### config.mk
export PLATFORM = sky130hd
export DESIGN_NAME = rgb565_alpha_blend_flat
export DESIGN_NICKNAME = d
export VERILOG_FILES = /design/src/sv/rab_pkg.sv /design/src/sv/rab_if.sv /design/src/sv/rgb565_alpha_blend.sv /design/src/sv/rab_channel_mix.sv /design/src/sv/rab_blend_core.sv /design/src/flat_wrapper.sv
export SDC_FILE = /design/constraint.sdc
export NUM_CORES = 1
export LEC_CHECK = 0
export ABC_CLOCK_PERIOD_IN_PS = 7700
export BUFFER_PORTS_ARGS = -buffer_cell sky130_fd_sc_hd__buf_2
export CAP_MARGIN = 20
export CORE_UTILIZATION = 35
export CTS_BUF_LIST = sky130_fd_sc_hd__clkbuf_16
export CTS_CLUSTER_DIAMETER = 120
export DETAILED_ROUTE_END_ITERATION = 7
export GPL_TIMING_DRIVEN = 0
export SYNTH_ARGS = -nofsm -noshare
export SYNTH_HDL_FRONTEND = slang
export SYNTH_HIERARCHICAL = 1
export SYNTH_SLANG_ARGS = --single-unit
### constraint.sdc
create_clock -name clk -period 7.7 [get_ports clk]
set_input_delay 0.385 -clock clk [delete_from_list [all_inputs] [get_ports clk]]
set_output_delay 0.385 -clock clk [all_outputs]
set_load 0.005 [all_outputs]
### src/sv/rab_pkg.sv
// Package for the RGB565 alpha blender: field widths, the pixel word type
// and the helpers that widen 565 channels and swap byte order.
// It depends on nothing else.
package rab_pkg;

    localparam int PixelWidth   = 16;
    localparam int ChannelWidth = 8;

    typedef logic [PixelWidth-1:0]   pixel_t;
    typedef logic [ChannelWidth-1:0] channel_t;

    typedef struct packed {
        pixel_t   dest_pixel;
        channel_t src_alpha;
        channel_t src_red;
        channel_t src_green;
        channel_t src_blue;
        logic     last_in_run;
    } pixel_word_t;

    function automatic channel_t widen5(input logic [4:0] v);
        return {v, v[4:2]};
    endfunction

    function automatic channel_t widen6(input logic [5:0] v);
        return {v, v[5:4]};
    endfunction

    function automatic pixel_t swap_bytes(input pixel_t v);
        return {v[7:0], v[15:8]};
    endfunction

endpackage

### src/sv/rab_if.sv
// Valid/ready channel interfaces for the blender's input and result words.
// They depend on rab_pkg for the field types.
interface rab_pix_in_if;
    logic               valid;
    logic               ready;
    rab_pkg::pixel_t    dest_pixel;
    rab_pkg::channel_t  src_alpha;
    rab_pkg::channel_t  src_red;
    rab_pkg::channel_t  src_green;
    rab_pkg::channel_t  src_blue;
    logic               last_in_run;

    modport source (
        output valid, dest_pixel, src_alpha, src_red, src_green, src_blue, last_in_run,
        input  ready
    );
    modport sink (
        input  valid, dest_pixel, src_alpha, src_red, src_green, src_blue, last_in_run,
        output ready
    );
endinterface

interface rab_pix_out_if;
    logic               valid;
    logic               ready;
    rab_pkg::pixel_t    blended_pixel;
    logic               run_end;

    modport source (
        output valid, blended_pixel, run_end,
        input  ready
    );
    modport sink (
        input  valid, blended_pixel, run_end,
        output ready
    );
endinterface

### src/sv/rgb565_alpha_blend.sv
// Top level of the RGB565 alpha blender: input register, blend logic and
// result register. Depends on rab_pkg, rab_if and rab_blend_core.
//
// Each accepted word is held in the input register and moves into the result
// register when that register is free or its word is being taken, and is offered
// from there on pix_out until taken. A new word is accepted every cycle
// while results are taken; the input stalls only when both registers hold a
// word and the result is not taken. The throughput of one word per cycle is
// set by the single blend stage between those two registers. The byte order
// register resets to swapped order and should be written only while idle.
module rgb565_alpha_blend (
    input  logic                clk,
    input  logic                rst_n,
    rab_pix_in_if.sink          pix_in,
    rab_pix_out_if.source       pix_out,
    input  logic                cfg_we,
    input  logic                cfg_wdata
);

    logic                 swap_reg;
    logic                 in_valid_reg;
    rab_pkg::pixel_word_t in_word_reg;
    logic                 out_valid_reg;
    rab_pkg::pixel_t      out_pixel_reg;
    logic                 out_last_reg;
    rab_pkg::pixel_t      blended_next;
    logic                 out_load;
    logic                 in_load;

    assign out_load     = in_valid_reg && (!out_valid_reg || pix_out.ready);
    assign in_load      = pix_in.valid && pix_in.ready;
    assign pix_in.ready = !in_valid_reg || !out_valid_reg || pix_out.ready;

    rab_blend_core u_core (
        .word    (in_word_reg),
        .swapped (swap_reg),
        .blended (blended_next)
    );

    always_ff @(posedge clk or negedge rst_n)
    begin
        if (!rst_n)
        begin
            swap_reg      <= 1'b1;
            in_valid_reg  <= 1'b0;
            out_valid_reg <= 1'b0;
        end
        else
        begin
            if (cfg_we)
            begin
                swap_reg <= cfg_wdata;
            end
            if (pix_in.ready)
            begin
                in_valid_reg <= pix_in.valid;
            end
            if (out_load)
            begin
                out_valid_reg <= 1'b1;
            end
            else if (pix_out.ready)
            begin
                out_valid_reg <= 1'b0;
            end
        end
    end

    always_ff @(posedge clk)
    begin
        if (in_load)
        begin
            in_word_reg.dest_pixel  <= pix_in.dest_pixel;
            in_word_reg.src_alpha   <= pix_in.src_alpha;
            in_word_reg.src_red     <= pix_in.src_red;
            in_word_reg.src_green   <= pix_in.src_green;
            in_word_reg.src_blue    <= pix_in.src_blue;
            in_word_reg.last_in_run <= pix_in.last_in_run;
        end
        if (out_load)
        begin
            out_pixel_reg <= blended_next;
            out_last_reg  <= in_word_reg.last_in_run;
        end
    end

    assign pix_out.valid         = out_valid_reg;
    assign pix_out.blended_pixel = out_pixel_reg;
    assign pix_out.run_end       = out_last_reg;

endmodule

### src/sv/rab_channel_mix.sv
// Weighted mix of one 8-bit source channel with one 8-bit destination channel.
// It depends on rab_pkg for the channel type.
module rab_channel_mix (
    input  rab_pkg::channel_t src,
    input  rab_pkg::channel_t dst,
    input  rab_pkg::channel_t alpha,
    output rab_pkg::channel_t mixed
);

    logic [8:0]  wsrc;
    logic [8:0]  wdst;
    logic [16:0] psrc;
    logic [16:0] pdst;
    logic [16:0] total;

    // The two weights always add up to 257, so the sum stays within 16 bits.
    assign wsrc  = {1'b0, alpha} + 9'd1;
    assign wdst  = 9'd256 - {1'b0, alpha};
    assign psrc  = wsrc * {9'd0, src};
    assign pdst  = wdst * {9'd0, dst};
    assign total = psrc + pdst;
    assign mixed = total[15:8];

endmodule

### src/sv/rab_blend_core.sv
// Combinational blend of one registered word: unpacks the 565 destination,
// mixes the three channels and repacks. Depends on rab_pkg and rab_channel_mix.
module rab_blend_core (
    input  rab_pkg::pixel_word_t word,
    input  logic                 swapped,
    output rab_pkg::pixel_t      blended
);

    rab_pkg::pixel_t   native;
    rab_pkg::pixel_t   packed_pix;
    rab_pkg::channel_t dst_r;
    rab_pkg::channel_t dst_g;
    rab_pkg::channel_t dst_b;
    rab_pkg::channel_t mix_r;
    rab_pkg::channel_t mix_g;
    rab_pkg::channel_t mix_b;

    assign native = swapped ? rab_pkg::swap_bytes(word.dest_pixel) : word.dest_pixel;
    assign dst_r  = rab_pkg::widen5(native[15:11]);
    assign dst_g  = rab_pkg::widen6(native[10:5]);
    assign dst_b  = rab_pkg::widen5(native[4:0]);

    rab_channel_mix u_mix_r (
        .src   (word.src_red),
        .dst   (dst_r),
        .alpha (word.src_alpha),
        .mixed (mix_r)
    );

    rab_channel_mix u_mix_g (
        .src   (word.src_green),
        .dst   (dst_g),
        .alpha (word.src_alpha),
        .mixed (mix_g)
    );

    rab_channel_mix u_mix_b (
        .src   (word.src_blue),
        .dst   (dst_b),
        .alpha (word.src_alpha),
        .mixed (mix_b)
    );

    assign packed_pix = {mix_r[7:3], mix_g[7:2], mix_b[7:3]};
    assign blended    = swapped ? rab_pkg::swap_bytes(packed_pix) : packed_pix;

endmodule

### src/flat_wrapper.sv
// flat-port wrapper written by rule: the top's interface ports become plain ports
module rgb565_alpha_blend_flat 
  (clk, rst_n, cfg_we, cfg_wdata, pix_in_valid, pix_in_dest_pixel, pix_in_src_alpha, pix_in_src_red, pix_in_src_green, pix_in_src_blue, pix_in_last_in_run, pix_in_ready, pix_out_valid, pix_out_blended_pixel, pix_out_run_end, pix_out_ready);
  rab_pix_in_if pix_in_i ();
  rab_pix_out_if pix_out_i ();
  input  logic clk;
  input  logic rst_n;
  input  logic cfg_we;
  input  logic cfg_wdata;
  input wire logic [$bits(pix_in_i.valid)-1:0] pix_in_valid;
  input wire logic [$bits(pix_in_i.dest_pixel)-1:0] pix_in_dest_pixel;
  input wire logic [$bits(pix_in_i.src_alpha)-1:0] pix_in_src_alpha;
  input wire logic [$bits(pix_in_i.src_red)-1:0] pix_in_src_red;
  input wire logic [$bits(pix_in_i.src_green)-1:0] pix_in_src_green;
  input wire logic [$bits(pix_in_i.src_blue)-1:0] pix_in_src_blue;
  input wire logic [$bits(pix_in_i.last_in_run)-1:0] pix_in_last_in_run;
  output wire logic [$bits(pix_in_i.ready)-1:0] pix_in_ready;
  output wire logic [$bits(pix_out_i.valid)-1:0] pix_out_valid;
  output wire logic [$bits(pix_out_i.blended_pixel)-1:0] pix_out_blended_pixel;
  output wire logic [$bits(pix_out_i.run_end)-1:0] pix_out_run_end;
  input wire logic [$bits(pix_out_i.ready)-1:0] pix_out_ready;
  assign pix_in_i.valid = pix_in_valid;
  assign pix_in_i.dest_pixel = pix_in_dest_pixel;
  assign pix_in_i.src_alpha = pix_in_src_alpha;
  assign pix_in_i.src_red = pix_in_src_red;
  assign pix_in_i.src_green = pix_in_src_green;
  assign pix_in_i.src_blue = pix_in_src_blue;
  assign pix_in_i.last_in_run = pix_in_last_in_run;
  assign pix_in_ready = pix_in_i.ready;
  assign pix_out_valid = pix_out_i.valid;
  assign pix_out_blended_pixel = pix_out_i.blended_pixel;
  assign pix_out_run_end = pix_out_i.run_end;
  assign pix_out_i.ready = pix_out_ready;
  rgb565_alpha_blend u_core (.clk(clk), .rst_n(rst_n), .pix_in(pix_in_i), .pix_out(pix_out_i), .cfg_we(cfg_we), .cfg_wdata(cfg_wdata));
endmodule
# After elaboration in Yosys (flattened, before gate mapping)
# Index checks and enable logic that the tools add are counted.
# W data, S select, Z words.
dict set report totals {
  regBits 69
  inputBits 55
  wordCells 34
}
dict set report classes {
  muxes 4
  reduce_logical 8
  n_mul 6
  add_sub_neg 5
}
# operator count
set op_table {}
lappend op_table {{$mul A9 B8 Y16} 6}
lappend op_table {{$add A16 B16 Y16} 3}
lappend op_table {{$mux W16} 2}
lappend op_table {{$add A8 B1 Y9 const B} 1}
lappend op_table {{$sub A9 B8 Y9 const A} 1}
lappend op_table {{$logic_or A1 B1 Y1} 3}
lappend op_table {{$logic_and A1 B1 Y1} 2}
lappend op_table {{$logic_not A1 Y1} 2}
lappend op_table {{$mux W1} 2}
lappend op_table {{$reduce_bool A2 Y1} 1}

# Longest topological paths before layout
dict set report logic_depth {
  word_depth 4
  mapped_depth 25
  depth_no_buf 24
}

# By module
# Netlist, hierarchy kept.
# module cells_per_inst area_per_inst_um2 n_inst
set modules_own_cells {}
lappend modules_own_cells {{rab_channel_mix at u_core.u_core.u_mix_b} 528 4732.0 1}
lappend modules_own_cells {{rab_channel_mix at u_core.u_core.u_mix_g} 527 4728.3 1}
lappend modules_own_cells {{rab_channel_mix at u_core.u_core.u_mix_r} 527 4718.3 1}
lappend modules_own_cells {rgb565_alpha_blend 76 2123.3 1}
lappend modules_own_cells {rab_blend_core 36 544.3 1}

# Worst setup path after synthesis
# No wires, ideal clock.
dict set report synth_path {
  path_type {reg2reg}
  startpoint {register u_core/in_word_reg[25] (netlist bit)}
  endpoint {register u_core.out_pixel_reg[3], in the netlist u_core/pix_out.blended_pixel[3] (data pin)}
  synth_period_minus_slack_ps 6987
  slack_ps 713
  path_buffers 1
  arrival_ps 6727
  stages_incl_launch_ff 25
  cell_sequence {edfxtp_1 > clkbuf_1 > inv_1 > ha_1 > or3b_4 > nor3_1 > xnor2_1 > nand2_1 > fa_1 > inv_1 > fa_1 > inv_1 > fa_1 > inv_1 > fa_1 > fa_1 > inv_1 > fa_1 > inv_1 > ha_1 > nand4_1 > o31ai_1 > a21oi_1 > xnor2_1 > mux2_4}
}
dict set report synth_via {
  elab_chain_len 4
  elab_cells_between_ends 9
  classes_between {add/sub (4); mul (4); mux (1)}
}
# element line
set synth_rtl {}
lappend synth_rtl {{from (decl)} rgb565_alpha_blend.sv:22} ;# rab_pkg::pixel_word_t in_word_reg;
lappend synth_rtl {{$sub A9 B8 Y9 or $add A8 B1 Y9 (tied branches)} {rab_channel_mix.sv:18, rab_channel_mix.sv:17}}
lappend synth_rtl {{$mul A9 B8 Y16, on equally long branches} {rab_channel_mix.sv:20, rab_channel_mix.sv:19}}
lappend synth_rtl {{$add A16 B16 Y16 *} rab_channel_mix.sv:21} ;# assign total = psrc + pdst;
lappend synth_rtl {{named net u_core.u_core.mix_b[6]} rab_blend_core.sv:16} ;# rab_pkg::channel_t mix_b;
lappend synth_rtl {{$mux W16 *} rab_blend_core.sv:45} ;# assign blended = swapped ? rab_pkg::swap_bytes(packed_pix) : packed_pix;
lappend synth_rtl {{named net u_core.blended_next[3]} rgb565_alpha_blend.sv:26} ;# rab_pkg::pixel_t blended_next;
lappend synth_rtl {{to (signal assigned)} rgb565_alpha_blend.sv:82} ;# out_pixel_reg <= blended_next;
lappend synth_rtl {{to (decl)} rgb565_alpha_blend.sv:24} ;# rab_pkg::pixel_t out_pixel_reg;
# The timed path passes the listed nets; every way through them passes the cells marked *.
# A chain may end at the register's enable or synchronous reset.

# Worst setup path after layout
dict set report layout_path {
  startpoint {register u_core/in_word_reg[25] (netlist bit)}
  endpoint {register u_core.out_pixel_reg[6], in the netlist u_core/pix_out.blended_pixel[6] (data pin)}
}
dict set report layout_via {
  elab_chain_len 4
  elab_cells_between_ends 9
  classes_between {add/sub (4); mul (4); mux (1)}
}
# element line
set layout_rtl {}
lappend layout_rtl {{$sub A9 B8 Y9 or $add A8 B1 Y9 (tied branches)} {rab_channel_mix.sv:18, rab_channel_mix.sv:17}}
lappend layout_rtl {{$mul A9 B8 Y16, on equally long branches} {rab_channel_mix.sv:20, rab_channel_mix.sv:19}}
lappend layout_rtl {{$add A16 B16 Y16 *} rab_channel_mix.sv:21}
lappend layout_rtl {{named net u_core.u_core.mix_r[6]} rab_blend_core.sv:14} ;# rab_pkg::channel_t mix_r;
lappend layout_rtl {{$mux W16 *} rab_blend_core.sv:45}
lappend layout_rtl {{named net u_core.blended_next[6]} rgb565_alpha_blend.sv:26}
# Marks and branches as above.

==> flow_summary.yaml <==
sta:
  slew-limit-headroom_pct: 29.5
  setup-violations-final: 0
  finalClockSkew_ps: 11.1
  fin_tns_setup_ps: 0
  max_freq_mhz: 131
  worst_slack_ps: 86.8
  worst_pin_slew_ps: 1050
  hold_viol_final: 0
  drv_slew: 0
  fin_crit_ps: 7610
  period_share_pct: 98.9
cts:
  htree_levels: 3
  cts_root_buffer: "clkbuf_16"
  worstSkewPairLatency_ps: 380
  cts_buffers: 9
  path_clk_slew_ps: 70
  numClockSinks: 69
  clockBufferDepth: 2
  cts_tree: "built"
placed_design:
  numPortBuffers: 73
  hpwl_mm: 31.8
  place_inst: 2358
  post-place-ws_ps: -491
  place_congestion: 0.861
drt:
  avgViaCountPerCell: 4.66
  drc: 8
  ant_nets: 0
  drt_wl_total_mm: 38.4
  drtIter0Drc: 469
  dr.pass1.iters: 8
  routedWlPerCell_um: 16.1
  vias: 11100
cells_and_area:
  drive_gt1_share_pct: 11.1
  ff_latch_area_um2: 2060
  nFillCells: 4716
  largest_reg_flops: 49
  utilization_pct: 39.3
  final_cell_count_no_fill: 2384
  areaGrowthSynthToFinish_pct: 9.98
  finalNetCount: 2323
  multi_input_area_um2: 13000
logic_synthesis:
  syn_nets: 2230
  yosys_warnings: 6
  avgSynthCellArea_um2: 9.98
  syn-instance-count: 1677
  synth_area_um2: 16700
die:
  fp.dieH_um: 221
  io_pins: 74
  initial_core_util_pct: 35.7
  die_w_um: 221
  rows: 79
  die-area_um2: 48700
  core_area_um2: 46900
job:
  drv_cap: 0
critical_path:
  cp_max_fo: 18
  crit_required_ps: 7830
  critical_path_class: "flop to flop"
  end_kind: "flop"
  worstSetupStartpointType: "flop"
  critPathArrivalTime_ps: 7740
global_route:
  track_usage_pct: 17.2
  grt_first_pass_wirelength_mm: 64.0
  grt_max_degree: 50
  grt_pass1_vias: 12300
  antenna_found_initial: 1
  grt.overflow.total: 0
run_status:
  failed_checks: "design-rule violations"
  outcome: "finished, violations left"
min_path:
  hp-class: "input pin to flop"
==> area by class of cell <==
cell class	instances	share of cell area, %
Multi-Input combinational cell	1155	70.7
Sequential cell	69	11.2
Inverter	425	8.67
Tap cell	607	4.13
Timing Repair Buffer	82	2.61
Clock buffer	9	1.22
Buffer	28	1.13
Clock inverter	7	0.306
Antenna cell	2	0.0272
==> critical path: stages, from the launching register on <==
cell,delay (ps)
edfxtp_1,530
buf_16,230
buf_2,220
inv_1,160
ha_1,230
or3b_4,460
nor3_4,160
xnor2_2,200
nand2_1,110
fa_1,470
fa_1,510
inv_1,50
fa_1,560
fa_1,430
fa_1,490
inv_1,50
fa_1,470
inv_1,40
ha_1,300
and3_1,190
a22o_1,290
a211o_4,380
a31oi_1,320
xnor2_2,180
mux2_4,290
==> metrics by stage <==
| step | cell area [um^2] | hold slack, ps |
|---|---|---|
| 3_5_place_dp | 17900 | 184 |
| 2_1_floorplan | 16700 | 89.4 |
| 4_1_cts | 18200 | 140 |
| 6_report | 18400 | 170 |
| 5_1_grt | 18400 | 145 |
| 3_3_place_gp | 17900 | 180 |
==> routing by layer <==
metal	up-vias	GRT usage (%)	routed length (um)
met5	-	0	0
met2	220	28.9	18800
met3	28	2.56	1420
met4	0	3.54	454
li1	5180	-	-
met1	5679	23.3	17800
==> layout by cell type, fill, tap and decap left out, types with 18 or more instances in the layout <==
cell      instances
inv_1           425
edfxtp_1         66
buf_2            76
nor2_1           18
and2_1          209
nor2b_1          33
nand2_1         168
ha_1            180
mux2_4           30
fa_1            318
xor2_1           19
xnor2_1          42
==> repair_timing <==
action                     in CTS  in global routing
hold buffers                    1                  0
setup buffers                   1                  6
hold endpoints to repair        3                  0
resized for setup               9                 19
setup endpoints to repair      16                 16
pin swaps                       0                  2
==> path summary, 6_finish.rpt <==
check,startpoint,endpoint,slack (ps),cells after the start
setup / recovery,u_core/in_word_reg[25],u_core/pix_out.blended_pixel[6],90,24
hold / removal,pix_in_src_alpha[6],u_core/in_word_reg[31],170,1
setup reg to reg,u_core/in_word_reg[25],u_core/pix_out.blended_pixel[6],90,24
hold reg to reg,u_core/in_word_reg[0],u_core/pix_out.run_end,430,0
max in group asynchronous,rst_n,u_core/swap_reg,7160,2
min in group asynchronous,rst_n,u_core/pix_out.valid,340,2
Power is not shown: default switching activity piles up to over one toggle a cycle in this logic, so the estimate is an artifact.
